`config.mk`:
```
export PLATFORM = sky130hd
export DESIGN_NAME = tlpp_ctrl
export DESIGN_NICKNAME = d
export VERILOG_FILES = /design/src/sv/tlpp_pkg.sv /design/src/sv/tlpp_ctrl.sv
export SDC_FILE = /design/constraint.sdc
export NUM_CORES = 1
export LEC_CHECK = 0
export ABC_AREA = 0
export BUFFER_PORTS_ARGS = -buffer_cell sky130_fd_sc_hd__clkbuf_2
export CAP_MARGIN = 30
export CORE_AREA = 2 2 41 43
export CTS_BUF_LIST = sky130_fd_sc_hd__clkbuf_4
export DETAILED_ROUTE_END_ITERATION = 8
export DIE_AREA = 0 0 43 45
export GPL_TIMING_DRIVEN = 0
export PLACE_DENSITY = 0.68
export SYNTH_ARGS = -nofsm -noshare
export SYNTH_HDL_FRONTEND = slang
export SYNTH_SLANG_ARGS = --single-unit
```
`constraint.sdc`:
```
create_clock -name clk -period 1.4 [get_ports clk]
set_input_delay 0.28 -clock clk [delete_from_list [all_inputs] [get_ports clk]]
set_output_delay 0.28 -clock clk [all_outputs]
set_load 0.02 [all_outputs]
```
`src/sv/tlpp_pkg.sv`:
```
`timescale 1ns / 1ps

package tlpp_pkg;

  localparam int STATES  = 16;
  localparam int STATE_W = 4;
  localparam int COLUMNS = 64;
  localparam int COL_W   = 6;
  localparam int WGT_W   = 17;
  localparam int ROW_AW  = COL_W + STATE_W;
  localparam int ROWS    = COLUMNS * STATES;
  localparam int PG_W    = 2 * WGT_W;

  localparam logic [WGT_W-1:0] ONE_Q16 = WGT_W'(65536);

  localparam logic REG_LEARN_RATE = 1'b0;
  localparam logic REG_DISCOUNT   = 1'b1;

  typedef logic [STATES-1:0][WGT_W-1:0] row_t;

  typedef struct packed {
    logic clr;
    logic load;
    logic lrd;
    logic lmul;
    logic lwr;
    logic sinit;
    logic ssel;
    logic smul;
    logic salt;
    logic supd;
    logic outload;
    logic which;
  } cmd_t;

  typedef struct packed {
    logic clr_last;
    logic learn;
    logic goal_hit;
  } sts_t;

endpackage

```
`src/sv/tlpp_ctrl.sv`:
```
`timescale 1ns / 1ps

module tlpp_ctrl
  import tlpp_pkg::*;
(
  input  logic clk,
  input  logic rst,
  input  logic in_valid,
  output logic in_stall,
  output logic out_valid,
  input  logic out_stall,
  input  sts_t sts,
  output cmd_t cmd
);

  localparam logic [3:0] S_CLR   = 4'd0;
  localparam logic [3:0] S_IDLE  = 4'd1;
  localparam logic [3:0] S_LRD   = 4'd2;
  localparam logic [3:0] S_LMUL  = 4'd3;
  localparam logic [3:0] S_LWR   = 4'd4;
  localparam logic [3:0] S_SINIT = 4'd5;
  localparam logic [3:0] S_SSEL  = 4'd6;
  localparam logic [3:0] S_SMUL  = 4'd7;
  localparam logic [3:0] S_SALT  = 4'd8;
  localparam logic [3:0] S_SUPD  = 4'd9;
  localparam logic [3:0] S_FIN   = 4'd10;

  logic [3:0] state, state_next;
  logic       which, which_next;
  logic       out_free;

  assign out_free = !out_valid || !out_stall;
  assign in_stall = (state != S_IDLE);

  always_comb begin
    state_next = state;
    which_next = which;
    cmd = '0;
    cmd.which = which;
    unique case (state)
      S_CLR: begin
        cmd.clr = 1'b1;
        if (sts.clr_last) state_next = S_IDLE;
      end
      S_IDLE: begin
        if (in_valid) begin
          cmd.load = 1'b1;
          state_next = S_LRD;
        end
      end
      S_LRD: begin
        cmd.lrd = 1'b1;
        state_next = sts.learn ? S_LMUL : S_SINIT;
      end
      S_LMUL: begin
        cmd.lmul = 1'b1;
        state_next = S_LWR;
      end
      S_LWR: begin
        cmd.lwr = 1'b1;
        state_next = S_SINIT;
      end
      S_SINIT: begin
        cmd.sinit = 1'b1;
        state_next = S_SSEL;
      end
      S_SSEL: begin
        cmd.ssel = 1'b1;
        if (sts.goal_hit) begin
          if (!which) begin
            which_next = 1'b1;
            state_next = S_SINIT;
          end else begin
            state_next = S_FIN;
          end
        end else begin
          state_next = S_SMUL;
        end
      end
      S_SMUL: begin
        cmd.smul = 1'b1;
        state_next = S_SALT;
      end
      S_SALT: begin
        cmd.salt = 1'b1;
        state_next = S_SUPD;
      end
      S_SUPD: begin
        cmd.supd = 1'b1;
        state_next = S_SSEL;
      end
      S_FIN: begin
        if (out_free) begin
          cmd.outload = 1'b1;
          which_next = 1'b0;
          state_next = S_IDLE;
        end
      end
      default: state_next = S_CLR;
    endcase
  end

  always_ff @(posedge clk) begin
    if (rst) begin
      state <= S_CLR;
      which <= 1'b0;
      out_valid <= 1'b0;
    end else begin
      state <= state_next;
      which <= which_next;
      out_valid <= cmd.outload | (out_valid & out_stall);
    end
  end

endmodule

```
==> results.py <==
metrics = {
    "cells_and_area": {
        "final_area_um2": 1026,
        "syn_to_final_growth_pct": 117.5,
        "final_cell_mix": "buf_4, clkbuf_2, nor2_1, buf_6, inv_1",
        "insertedDiodeCount": 0,
        "layout.cells.most_common": "buf_4",
        "n_fill_cell": 99,
        "fin_util_pct": 69.73,
        "drive_gt1_share_pct": 66.97,
        "layout.nets": 118,
        "stdcell_count": 125,
    },
    "floorplanning": {
        "dieArea_um2": 1935,
        "design.core.area_um2": 1471,
        "io_pins": 21,
        "row_count": 14,
        "die_height_um": 45,
        "die_x_um": 43,
        "initial_utilization_pct": 32.06,
    },
    "setup_path": {
        "cp.arrival_ns": 1.40,
        "path_delay_family": "simple AND/OR/NAND/NOR gates",
        "path_buf_inv": 1,
        "end_kind": "primary output",
        "path_class": "flip-flop to primary output",
        "cpPeakStageDelay_ns": 0.57,
        "cpMaxStageDelayCell": "or4b_4",
        "crit_fanout": 3,
        "startpoint_type": "flip-flop",
        "cp_cell_sequence": "or4b_4 -> nor2_4 -> buf_8",
        "critPathRequiredTime_ns": 1.12,
    },
    "timing": {
        "slew_headroom_pct": 73.15,
        "finalCritPeriodShare_pct": 119.9,
        "rsz0062_at_grt": "yes",
        "skew_ns": 0.001745,
        "hold_ws_ns": 0.3038,
        "hold_viol": 0,
        "finalSetupTns_ns": -2.126,
        "max_freq_mhz": 595.8,
        "worst_pin_slew_ns": 0.4027,
        "slew_violations": 0,
        "setup_viol": 14,
        "finalWorstSetupSlack_ns": -0.2783,
        "post-route-min-period_ns": 1.678,
    },
    "global_routing": {
        "track_usage_pct": 17.58,
        "grt_max_degree": 11,
        "grt_pass1_wl_mm": 2.587,
        "grt_overflow_total": 0,
        "antenna_found_initial": 0,
        "first_global_vias": 620,
    },
    "detailed_routing": {
        "met3_length_um": 79,
        "num_vias": 668,
        "highest_layer": "met4",
        "vias_per_cell": 5.344,
        "drt-total-wl_mm": 1.866,
        "m1WireLength_um": 741,
        "drt_iter0_drc": 14,
        "wl_per_cell_um": 14.93,
        "dr.pass1.iters": 4,
        "drc": 0,
        "wl_met2_mm": 1.034,
        "final_antenna_net_count": 0,
    },
    "clock_network": {
        "cts_max_path_buffers": 2,
        "htree_levels": 1,
        "cts_tree": "built",
        "cts.sinks": 6,
        "worstSkewPairLatency_ns": 0.25,
        "clk_pin_slew_worst_paths_ns": 0.04,
        "cts-root-buf": "clkbuf_4",
        "cts_buffers": 3,
    },
    "logic_synthesis": {
        "synth-async-reset-ratio_pct": 0,
        "yosysWarnings": 0,
        "synthFlopType": "dfxtp_1",
        "synth_area_um2": 471.7,
        "synth_edf_count": 0,
        "synthTopCellsByArea": "dfxtp_1, nor2_1, a21oi_1",
        "synthesis.nets": 73,
        "syn_inst": 66,
        "ys_ff_latch": 6,
        "ys_seq_area_share_pct": 25.46,
        "yosys.area.top_type": "dfxtp_1",
        "synthDistinctLibCells": 30,
        "yosysTopAreaCellShare_pct": 25.46,
        "avgSynthCellArea_um2": 7.147,
    },
    "placement": {
        "place_area_um2": 624.3,
        "place_congestion": 0.8583,
        "placed_cells": 102,
        "portBuffers": 20,
        "dp_hpwl_um": 927.5,
    },
    "power": {
        "ir_drop_mv": 0.4701,
        "p_leak_nw": 0.4701,
        "powerDensity_nw_per_um2": 1076,
    },
    "hold_path": {
        "hold_class": "input port to flip-flop",
    },
    "status": {
        "violations": "negative setup slack",
        "outcome": "complete, but fails checks",
    },
    "flow_run": {
        "maxCapViolCount": 0,
    },
}
report_power, final:
part / switching, mW / internal (mW) / total, mW
Clock: 0.0688 / 0.0974 / 0.166
Combinational: 0.347 / 0.362 / 0.709
Sequential: 0.0319 / 0.197 / 0.229
metrics by stage:
step	power (mW)	worst slack [ns]
2_1_floorplan	0.5072	-0.1646
3_3_place_gp	0.5955	-0.2488
3_5_place_dp	0.6014	-0.2745
4_1_cts	1.014	-0.2665
5_1_grt	1.166	-0.3056
6_report	1.104	-0.2783
kinds of logic (layout without fill, tap and decap cells):
family          count (synthesis)  in the layout  synth area share (%)
buf+inv                        12             55                 13.00
simple gates                   32             32                 37.40
flops                           6              6                 25.47
compound gates                 16             16                 24.14
layer usage:
| metal | GRT usage, % | up-vias |
|---|---|---|
| met5 | 0 | - |
| met4 | 6.667 | 0 |
| met3 | 5.200 | 2 |
| met2 | 30.91 | 19 |
| met1 | 20.29 | 326 |
| li1 | - | 321 |
cells in the mapped netlist, types with 2 or more instances:
cell       n
nor2_1    11
inv_1      6
nor4_1     3
buf_4      2
nand2_1    3
dfxtp_1    6
clkbuf_1   2
nor3_1     4
o22ai_1    2
a21oi_1    5
nand2b_1   3
worst reg2reg max path, stage by stage, from the launching register on:
cell      delay [ns]
dfxtp_4         0.35
buf_6           0.10
buf_8           0.11
nand2b_4        0.16
nor2_4          0.06
buf_6           0.11
a222oi_1        0.37
o22ai_1         0.11
registers in the layout, indices dropped and copies added, names as in the netlist:
signal,cells
out_valid,1
state,4
which,1
area by class of cell:
| class | count | area (µm²) | area share, % |
|---|---|---|---|
| plain buffers | 5 | 66.31 | 6.463 |
| clock buffers | 3 | 22.52 | 2.195 |
| inverters | 6 | 22.52 | 2.195 |
| multi-input cells | 48 | 411.6 | 40.12 |
| flip-flops and latches | 6 | 135.1 | 13.17 |
| well taps | 16 | 20.02 | 1.951 |
| repair buffers | 41 | 347.8 | 33.90 |
path summary, 6_finish.rpt:
kind	startpoint	to	slack (ns)	cells past startpoint
worst max-delay path	state[1]$_SDFFE_PP0P_	cmd[10]	-0.28	3
worst min-delay path	rst	state[0]$_SDFFE_PP0P_	0.30	2
worst max register to register	state[3]$_SDFFE_PP0P_	state[1]$_SDFFE_PP0P_	-0.10	7
worst min register to register	out_valid$_SDFF_PP0_	out_valid$_SDFF_PP0_	0.53	2
timing repair:
action                                  in CTS  in global routing
endpoints found under the setup margin      13                 14
endpoints found under the hold margin        0                  0
buffers inserted                            14                  7
resized for setup                           42                 26
pin swaps                                    9                  6
hold buffers                                 0                  0
Note: power is estimated with default switching activity, not from simulation.
